$ cat src/kway_merge_dedup_by_time_core_defines.svh
// Assertion macros shared by the merge core.
`ifndef KWAY_MERGE_DEDUP_BY_TIME_CORE_DEFINES_SVH
`define KWAY_MERGE_DEDUP_BY_TIME_CORE_DEFINES_SVH

// Condition must hold at every clock edge outside reset.
`define KMD_ASSERT_ALWAYS(lbl, clk, rst, cond, msg) \
   lbl: assert property (@(posedge clk) disable iff (rst) (cond)) else $error(msg);

// When the antecedent holds, the consequent must hold in the next cycle.
`define KMD_ASSERT_NEXT(lbl, clk, rst, ante, cons, msg) \
   lbl: assert property (@(posedge clk) disable iff (rst) (ante) |=> (cons)) else $error(msg);

`endif

$ cat src/kmd_ram.sv
// Generic single-write, single-read RAM with registered read data.
module kmd_ram #(
   parameter int WIDTH = 64,
   parameter int DEPTH = 64
) (
   input  logic                     clock,
   input  logic                     we,
   input  logic [$clog2(DEPTH)-1:0] waddr,
   input  logic [WIDTH-1:0]         wdata,
   input  logic                     re,
   input  logic [$clog2(DEPTH)-1:0] raddr,
   output logic [WIDTH-1:0]         rdata
);
   logic [WIDTH-1:0] mem [DEPTH];
   logic [WIDTH-1:0] rdata_ff;

   always_ff @(posedge clock) begin
      if (we) begin
         mem[waddr] <= wdata;
      end
      if (re) begin
         rdata_ff <= mem[raddr];
      end
   end

   assign rdata = rdata_ff;
endmodule

$ cat config.mk
export PLATFORM = sky130hd
export DESIGN_NAME = kmd_ram
export DESIGN_NICKNAME = d
export VERILOG_FILES = /design/src/kway_merge_dedup_by_time_core_defines.svh /design/src/kmd_ram.sv
export SDC_FILE = /design/constraint.sdc
export NUM_CORES = 2
export LEC_CHECK = 0
export BUFFER_PORTS_ARGS = -buffer_cell sky130_fd_sc_hd__buf_2
export CORE_UTILIZATION = 46
export CTS_BUF_LIST = sky130_fd_sc_hd__clkbuf_8
export CTS_CLUSTER_SIZE = 25
export DETAILED_ROUTE_END_ITERATION = 6
export SLEW_MARGIN = 15
export SYNTH_ARGS = -nofsm -noshare
export SYNTH_HDL_FRONTEND = slang
export SYNTH_SLANG_ARGS = --single-unit
$ cat constraint.sdc
create_clock -name clock -period 7.7 [get_ports clock]
set_clock_uncertainty 0.05 [all_clocks]
set_input_delay 0.77 -clock clock [delete_from_list [all_inputs] [get_ports clock]]
set_output_delay 0.77 -clock clock [all_outputs]
set_load 0.005 [all_outputs]
* Yosys cells after proc, flatten, opt, wreduce, memory -nomap -nowiden
Memories as Yosys holds them, arrays and structs flattened. A register that Yosys moved wholly into a read port is not among the register bits.
Cells that the tools add are included.
** Word-level totals
- Register bits :: 0
- RAM bits :: 4096
- Bits of input ports :: 79
- Word-level logic and storage cells :: 3
- Memories kept :: 1
** Operators by class
- Mux-type cells :: 2
** Memory list
- mem :: words 64, bits a word 64, rd ports 1, clocked after Yosys merged registers in 1, write ports 1, line kmd_ram.sv:14 : logic [WIDTH-1:0] mem [DEPTH];
** Operators with widths (count)
- 1-bit 2-to-1 mux :: 2

* Longest topological paths before layout
- Depth in word-level cells :: 2
- Gate-level depth with buffers :: 9
- Mapped depth without buffers :: 5

* Least setup slack after synthesis
Ideal clock, no wire load.
- Path type :: input -> register
- From :: input port waddr[3]
- To :: memory mem[48][0], enable pin
- Arrival time :: 5642 ps
- Setup slack :: 1444 ps
- Stages :: 4
- Path buffers :: 1
- Path through :: clkbuf_1 -> nor2b_1 -> nand4b_1 -> nor3_1
** RTL lines
- from (decl) :: line kmd_ram.sv:8 : input logic [$clog2(DEPTH)-1:0] waddr,
- to (decl) :: line kmd_ram.sv:14
Straight into the memory's write port.

==> metrics.txt <==
P_leak=0.05519 µW; Clock Path Buffers=4; RSZ-0062 raised after global routing=no; RR Endpoint=rdata[34]; Cell variety after synth=32; Mapped Area=about 160000 µm²; antenna violations before repair=44; Syn Area/Cell=23.79 µm²; Power Dens Cells=251.7 nW/µm²; share of layout cells above drive strength 1=29.08%; Area Overhead vs Synth=12.02%; number of synthesized flops with an enable pin=4160; Via density=6.255; Total Nets Final=7316; Fmax=around 340 MHz; final setup vio count=0; class of the worst hold path=input port to flop; ys flop type=edfxtp_1; average wire per standard cell=~35 µm; crit path capture=rdata[31]; met1 WL=174.2 mm; clk sinks=4160; Max FO, Critical Path=122; Die Footprint=343600 µm²; core footprint=339800 µm²; Ys Warns=0; drt first pass iters=7; Worst Hold Margin=0.1005 ns; Arrival @ worst endpoint=between 3 and 4 ns; CTS tree=yes; wire length on met2=210.5 mm; Tmin final=2.969 ns; Total GRT Usage=25.40%; grt ovf=0; DRT Wirelength=435.2 mm; RD Place Congestion=0.7953; Critical Path RT=8.52 ns; failing checks=DRC; setup_tns=0 ns; Tcrit/Tclk final=38.55%; IO buf count=142; CTS Root Cell=clkbuf_8; Syn Nets=6677; Setup crit start=raddr[2]; Max-cap violations=0; Post-CTS Resized=0; Hold Fails Final Rpt=0; Worst-Skew Late Latency=1.18 ns; Slew @ Worst Pin=~1.2 ns; register bit total from synthesis=4160; cell count after synthesis=between 6000 and 7000; largest net degree at the start of global routing=123; DRT iter0 DRCs=9530; vias in the first global route=77672; Async S/R FF share, synth=0%; crit path kind=input port to flop; Die H=586.2 µm; Slew headroom=between 10% and 20%; highest metal used=met5; antenna-violating nets left=0; reg2reg setup slack=5.41 ns; CTS buffer count=around 660; maximum VDD drop=0.2098 mV; status=finished, violations left; H-tree Lvls=6; chip width=586.2 µm; CP Capture Type=flop; via count=76957; R2R depth=4; DRC viols=12; Post-DP HPWL=229.0 mm; most common cell after layout, fill and taps aside=edfxtp_1; io pins=143; design area=around 180000 µm²; first-pass GRT wire length=607.1 mm; initial core utilization=around 46%; crit start category=input port; Post-DP Area=164100 µm²; most frequent cells in the layout=edfxtp_1, mux4_2, clkbuf_8, inv_1, buf_4; standard-cell rows=between 200 and 250; RR Startpoint=mem[56][34]; Met3 Wirelength=36.77 mm; sequential cell area fraction in the yosys report=79.57%; CTS clk-pin slew, worst paths=0.06 ns; Slew Viols, Final=0
-- power breakdown --
part           leakage [µW]  switching, µW  internal [µW]
sequential           0.0375           98.7          25100
combinational        0.0110           1310            764
clock               0.00673           8590           8370
-- cell usage after synthesis, drive strengths merged, types with 28 or more instances --
cell | n | area [µm²]
and3 | 64 | 400.4
or3 | 29 | 181.4
buf | 230 | 1249
nor2b | 28 | 175.2
or2 | 28 | 175.2
nand2 | 58 | 217.7
a211oi | 63 | 473.0
clkbuf | 140 | 525.5
nor2 | 112 | 420.4
a22oi | 168 | 1261
a22o | 88 | 770.7
mux4 | 1024 | 23060
edfxtp | 4160 | 124900
nand3 | 45 | 225.2
o221ai | 38 | 332.8
mux2i | 135 | 1351
o22ai | 83 | 519.3
-- flip-flops by register name, indices dropped and copies added, names as in the netlist --
| signal | flops |
|---|---|
| mem | 4096 |
| rdata | 64 |
-- layout make-up --
type,instances,area (µm²)
clock inverters,497,2499
diodes,28,70.07
clock buffers,665,9153
inverters,19,71.32
fillers,26245,163900
well taps,4536,5675
repair buffers,350,2698
flip-flops and latches,4160,124900
multi-input cells,2049,30780
-- worst min path at each step --
stage	from	to	slack, ns	cells past startpoint
3_5_place_dp	mem[39][12]	rdata[12]	0.86	4
4_1_cts	waddr[2]	mem[54][51]	0.02	3
6_report	wdata[34]	mem[62][34]	0.10	1
5_1_grt	wdata[34]	mem[63][34]	0.08	1
3_3_place_gp	mem[44][16]	rdata[16]	0.85	4
2_1_floorplan	mem[30][61]	rdata[61]	0.81	4
-- worst max-delay path, cell delays in order --
cell and delay, ns:
buf_8 0.65, buf_12 0.61, mux4_2 0.44, mux2i_1 0.20, o22ai_1 0.11, a31oi_1 0.40
a211oi_1 0.18
-- routing by layer --
layer / vias up / GRT usage (%)
met2: 3953 / 40.56
met1: 42232 / 36.04
met5: - / 0
met4: 14 / 8.330
li1: 29983 / -
met3: 775 / 4.096
-- kinds of logic after synthesis --
group / Yosys count / synth area share [%]
DFF: 4160 / 79.57
and+or+nand+nor: 386 / 1.235
buffers and inverters: 389 / 1.176
muxes: 1159 / 15.55
AOI/OAI and AO/OA: 504 / 2.467
-- per-stage QoR --
stage	util, %	power [µW]	setup slack (ns)	instances
detailed placement	48.29	27800	3.453	11110
finish	51.76	44270	4.731	12304
CTS	51.72	44590	4.586	12273
floorplan	-	26810	1.444	6598
global placement	48.29	27770	3.522	11110
global route	51.74	45590	4.583	12283
-- what timing repair did --
action	in CTS	in global routing
buffers inserted	0	0
hold buffers	1	1
hold endpoints to repair	11	13
(Power assumes the default switching activity.)
