--- src/kway_merge_dedup_by_time_core_defines.svh ---
// Assertion macros shared by the merge core.
`ifndef KWAY_MERGE_DEDUP_BY_TIME_CORE_DEFINES_SVH
`define KWAY_MERGE_DEDUP_BY_TIME_CORE_DEFINES_SVH

// Condition must hold at every clock edge outside reset.
`define KMD_ASSERT_ALWAYS(lbl, clk, rst, cond, msg) \
   lbl: assert property (@(posedge clk) disable iff (rst) (cond)) else $error(msg);

// When the antecedent holds, the consequent must hold in the next cycle.
`define KMD_ASSERT_NEXT(lbl, clk, rst, ante, cons, msg) \
   lbl: assert property (@(posedge clk) disable iff (rst) (ante) |=> (cons)) else $error(msg);

`endif

--- src/kmd_pkg.sv ---
// Types and constants of the k-way merge core.
package kmd_pkg;

   localparam int STAMP_W     = 63;
   localparam int PAY_W       = 64;
   localparam int MAX_RESULTS = 64;
   localparam logic [STAMP_W-1:0] STAMP_MASK = {STAMP_W{1'b1}};
   localparam logic OP_PUSH = 1'b0;
   localparam logic OP_END  = 1'b1;
   localparam logic REG_LANE_MASK = 1'b0;

   typedef enum logic [1:0] {
      ST_DATA  = 2'd0,
      ST_FULL  = 2'd1,
      ST_ORDER = 2'd2,
      ST_DONE  = 2'd3
   } status_type;

   typedef enum logic [2:0] {
      S_IDLE, S_ACT, S_SCAN, S_RD, S_PAY, S_DUP, S_DWAIT, S_FIN
   } fsm_type;

   typedef struct packed {
      status_type          status;
      logic [STAMP_W-1:0]  out_stamp;
      logic [PAY_W-1:0]    out_payload;
      logic [2:0]          out_lane;
      logic                last;
   } rsp_type;

endpackage

--- src/kmd_csr.sv ---
// APB-style register port holding the lane mask.
module kmd_csr (
   input  logic        clock,
   input  logic        reset,
   input  logic        psel,
   input  logic        penable,
   input  logic        pwrite,
   input  logic        paddr,
   input  logic [31:0] pwdata,
   output logic [31:0] prdata,
   output logic        pready,
   output logic [7:0]  lane_mask
);
   import kmd_pkg::*;

   logic [7:0] mask_ff;
   logic [7:0] mask_in;

   always_comb begin
      mask_in = mask_ff;
      if (psel && penable && pwrite && paddr == REG_LANE_MASK) begin
         mask_in = pwdata[7:0];
      end
   end

   always_ff @(posedge clock) begin
      if (reset) begin
         mask_ff <= 8'hFF;
      end else begin
         mask_ff <= mask_in;
      end
   end

   assign prdata    = (paddr == REG_LANE_MASK) ? {24'd0, mask_ff} : 32'd0;
   assign pready    = 1'b1;
   assign lane_mask = mask_ff;
endmodule

--- config.mk ---
export PLATFORM = sky130hd
export DESIGN_NAME = kmd_csr
export DESIGN_NICKNAME = d
export VERILOG_FILES = /design/src/kway_merge_dedup_by_time_core_defines.svh /design/src/kmd_pkg.sv /design/src/kmd_csr.sv
export SDC_FILE = /design/constraint.sdc
export NUM_CORES = 1
export LEC_CHECK = 0
export ABC_AREA = 1
export BUFFER_PORTS_ARGS = -buffer_cell sky130_fd_sc_hd__buf_4
export CAP_MARGIN = 25
export CORE_UTILIZATION = 32
export DETAILED_ROUTE_END_ITERATION = 7
export PLACE_DENSITY = 0.85
export SLEW_MARGIN = 10
export SYNTH_ARGS = -nofsm -noshare
export SYNTH_HDL_FRONTEND = slang
export SYNTH_SLANG_ARGS = --single-unit
--- constraint.sdc ---
create_clock -name clock -period 1.5 [get_ports clock]
set_input_delay 0.15 -clock clock [delete_from_list [all_inputs] [get_ports clock]]
set_output_delay 0.15 -clock clock [all_outputs]
set_load 0.005 [all_outputs]
* Word-level counts from Yosys, hierarchy flattened
Index checks and enable logic that the tools add are counted.
W data, S select, Z words.
** Word-level totals
- RAM bits :: 0
- Output and inout bits :: 41
- Logic and storage cells :: 6
- Bits in latches :: 0
- Bits in registers :: 8
- Memories kept :: 0
- Memory bits (read-only) :: 0
** Operators by class
- $mul :: 0
- Bitwise operators :: 1
- Shift-type cells :: 0
- Divide/modulo/power cells :: 0
- Reduce and logical (&&, ||, !) cells :: 3
- Equal/unequal tests :: 0
- $lt $le $gt $ge :: 0
- Add/sub/neg operators :: 0
- Multiplexer cells :: 1
** Operators by type and width (number)
- $mux W8 :: 1
- $logic_and A1 B1 Y1 :: 3
- $not A1 Y1 :: 1

* Longest topological paths before layout
- Depth in word-level cells :: 3
- Mapped depth :: 5
- Mapped depth without buffers :: 5

* Worst setup path after synthesis
Ideal clock, no wire load.
- Kind :: input to register
- Start :: input paddr
- End :: register mask_ff[0] (netlist: lane_mask[0])
- Slack :: 0.767 ns
- Setup time :: 0.124 ns
- Stages :: 5
- Data required time :: 1.376 ns
- Arrival :: 0.609 ns
- Cell sequence :: buf_6 -> nor2_8 -> nand2_4 -> nand2_1 -> nand3_1
** On the way
- Longest elaborated chain between the ends :: 2
** RTL lines
- from (decl) :: RTL line kmd_csr.sv:8 : input logic paddr,
- $not A1 Y1
- $logic_and A1 B1 Y1 :: RTL line kmd_csr.sv:21 : if (psel && penable && pwrite && paddr == REG_LANE_MASK) begin
- to (signal assigned) :: RTL line kmd_csr.sv:30 : mask_ff <= mask_in;
- to (decl) :: RTL line kmd_csr.sv:16 : logic [7:0] mask_ff;
Every way passes these cells.
A chain may end at the register's enable or synchronous reset.

* Final worst setup path
- Start :: register mask_ff[7] (netlist: lane_mask[7])
- End :: output prdata[7]
** On the way
- Longest elaborated chain between the ends :: 1
** RTL lines
- $mux W8 :: RTL line kmd_csr.sv:34 : assign prdata = (paddr == REG_LANE_MASK) ? {24'd0, mask_ff} : 32'd0;
- to (decl) :: RTL line kmd_csr.sv:10 : output logic [31:0] prdata,
Every way passes these cells.

==> reports/metrics.yaml <==
critical_path:
  crit_chain: "inv_1 > nor2_1 > buf_4"
  required_ns: 1.35
  slowest_stage: "dfxtp_1"
  startpoint_type: "flop"
  crit_arrival_ns: 0.86
  critPathKind: "reg -> out"
  r2r_setup_slack_ns: 0.94
  crit_path_end_kind: "primary output"
  cpPeakStageDelay_ns: 0.35
  cp_max_fo: 3
sta:
  rsz0062_at_grt: "false"
  hold_viol: 0
  period_share_pct: 67.00
  drv_slew: 0
  post-route-min-period_ns: 1.005
  max_freq_mhz: 995.0
  finalSetupTns_ns: 0
  whs_ns: 0.1403
  clock_skew_ns: 0
  setup_viol: 0
  fin_ws_ns: 0.4949
final_layout:
  finalNetCount: 151
  fin_cells: 136
  final_cell_area_um2: 742.0
  antenna_cells: 0
  final_common_cell: "buf_4"
  area_growth_syn_to_layout_pct: 27.25
  largest_register_ffs: 8
  layout-drive-gt1-share_pct: 31.53
  final_cell_mix: "29 x buf_4, 25 x conb_1, 16 x nand3_1, 10 x inv_1, 9 x nand2_1"
grt:
  grt_use_total_pct: 9.975
  grt_max_degree: 10
  antenna_found_initial: 0
  grt_pass1_vias: 349
  grt_pass1_wl_um: 1421
  overflow: 0
routing:
  viasPerCell: 3.669
  vias: 499
  drt_wl_total_um: 1034
  drc: 0
  ant_nets: 0
  first_iter_violations: 6
  post_drt_wl_per_cell_um: 7.603
  drtPass1Iterations: 4
clock_tree:
  insertion_delay_ns: 0.24
  cts_root_buffer: "clkbuf_4"
  clock_path_buffers: 2
  cts_tree: "yes"
  ctsResizeCount: 0
  cts_setup_buffers: 0
  clkTransAtPathRegs_ns: 0.06
  clock_sinks: 8
  cts_hold_buf: 0
  h-tree-depth: 1
  cts_made_buffers: 3
floorplanning:
  ios: 79
  die_w_um: 44.69
  rows: 15
  fp.dieArea_um2: 1997
  die_y_um: 44.69
  start_util_pct: 34.14
  core_um2: 1708
power_and_ir_drop:
  power_density_nw_per_um2: 681.4
  ir_worst_vdd_mv: 0.4545
  p_leak_nw: 0.4928
min_path:
  hp-class: "in -> reg"
yosys:
  syn_inst: 82
  yosysWarnings: 0
  netlist.area_leader.share_pct: 32.19
  syn_area_per_cell_um2: 7.110
  yosys.area.top_type: "buf_4"
  synthTopCellsByArea: "buf_4 32%, dfxtp_1 27%, nand3_1 14%"
  seq_area_frac_synth_pct: 27.47
  synth-seq-cells: 8
  ys_types: 11
  syn_area_um2: 583.1
status:
  outcome: "completed"
placement:
  place_ws_ns: 0.6337
  port_buffers: 29
  dp.cells: 133
  place.gp.congestion: 0.6620
  dp_hpwl_um: 851.1
  placed_area_um2: 719.4
job:
  drv_cap: 0
cell type report:
class	instances	area (um2)
multi-input combinational	60	269.0
fill	185	965.9
timing repair buffer	29	217.7
clock buffer	3	22.52
sequential	8	160.2
inverter	11	41.29
tap	25	31.28
metal layers:
layer,vias up,wire [um],track usage [%]
met5,-,0,0
met4,0,0,5.455
met3,0,107,2.857
met2,31,534,17.65
met1,211,392,10.54
li1,257,-,-
logic make-up (layout without fill, tap and decap cells):
logic type    Yosys count  in the layout  synth area share, %
flops                   8              8                27.47
simple gates           35             35                30.04
other cells             2             25                1.288
buf+inv                37             43                41.20
synth_stat cells:
master   number
buf_4        25
nand3_1      16
inv_1        10
nand2_1       9
dfxtp_1       8
nor2_1        8
conb_1        2
buf_6         1
inv_2         1
nand2_4       1
nor2_8        1
critical path, delay by kind of cell (launching register included):
family        cells  cell delay (ns)
simple gates      1             0.09
buf+inv           2             0.18
flops             1             0.35
per-stage QoR:
stage,total power (W),util (%)
global placement,0.0003471,42.12
finish,0.0005055,43.44
floorplan,0.0003345,-
CTS,0.0005143,43.44
detailed placement,0.0003498,42.12
global route,0.0005345,43.44
worst paths after layout:
kind / endpoint / start / cells after the start
setup / recovery: prdata[7] / lane_mask[7] / 3
hold / removal: lane_mask[5] / pwdata[5] / 3
setup reg to reg: lane_mask[3] / lane_mask[3] / 2
hold reg to reg: lane_mask[6] / lane_mask[6] / 2
report_power, final:
part	internal, W	switching (W)	leakage [nW]	total [W]
Combinational	0.0000596	0.0000590	0.414	0.000119
Sequential	0.000221	0.00000548	0.0654	0.000226
Clock	0.0000913	0.0000696	0.0138	0.000161
No activity file was read; power rests on OpenSTA's default activity.
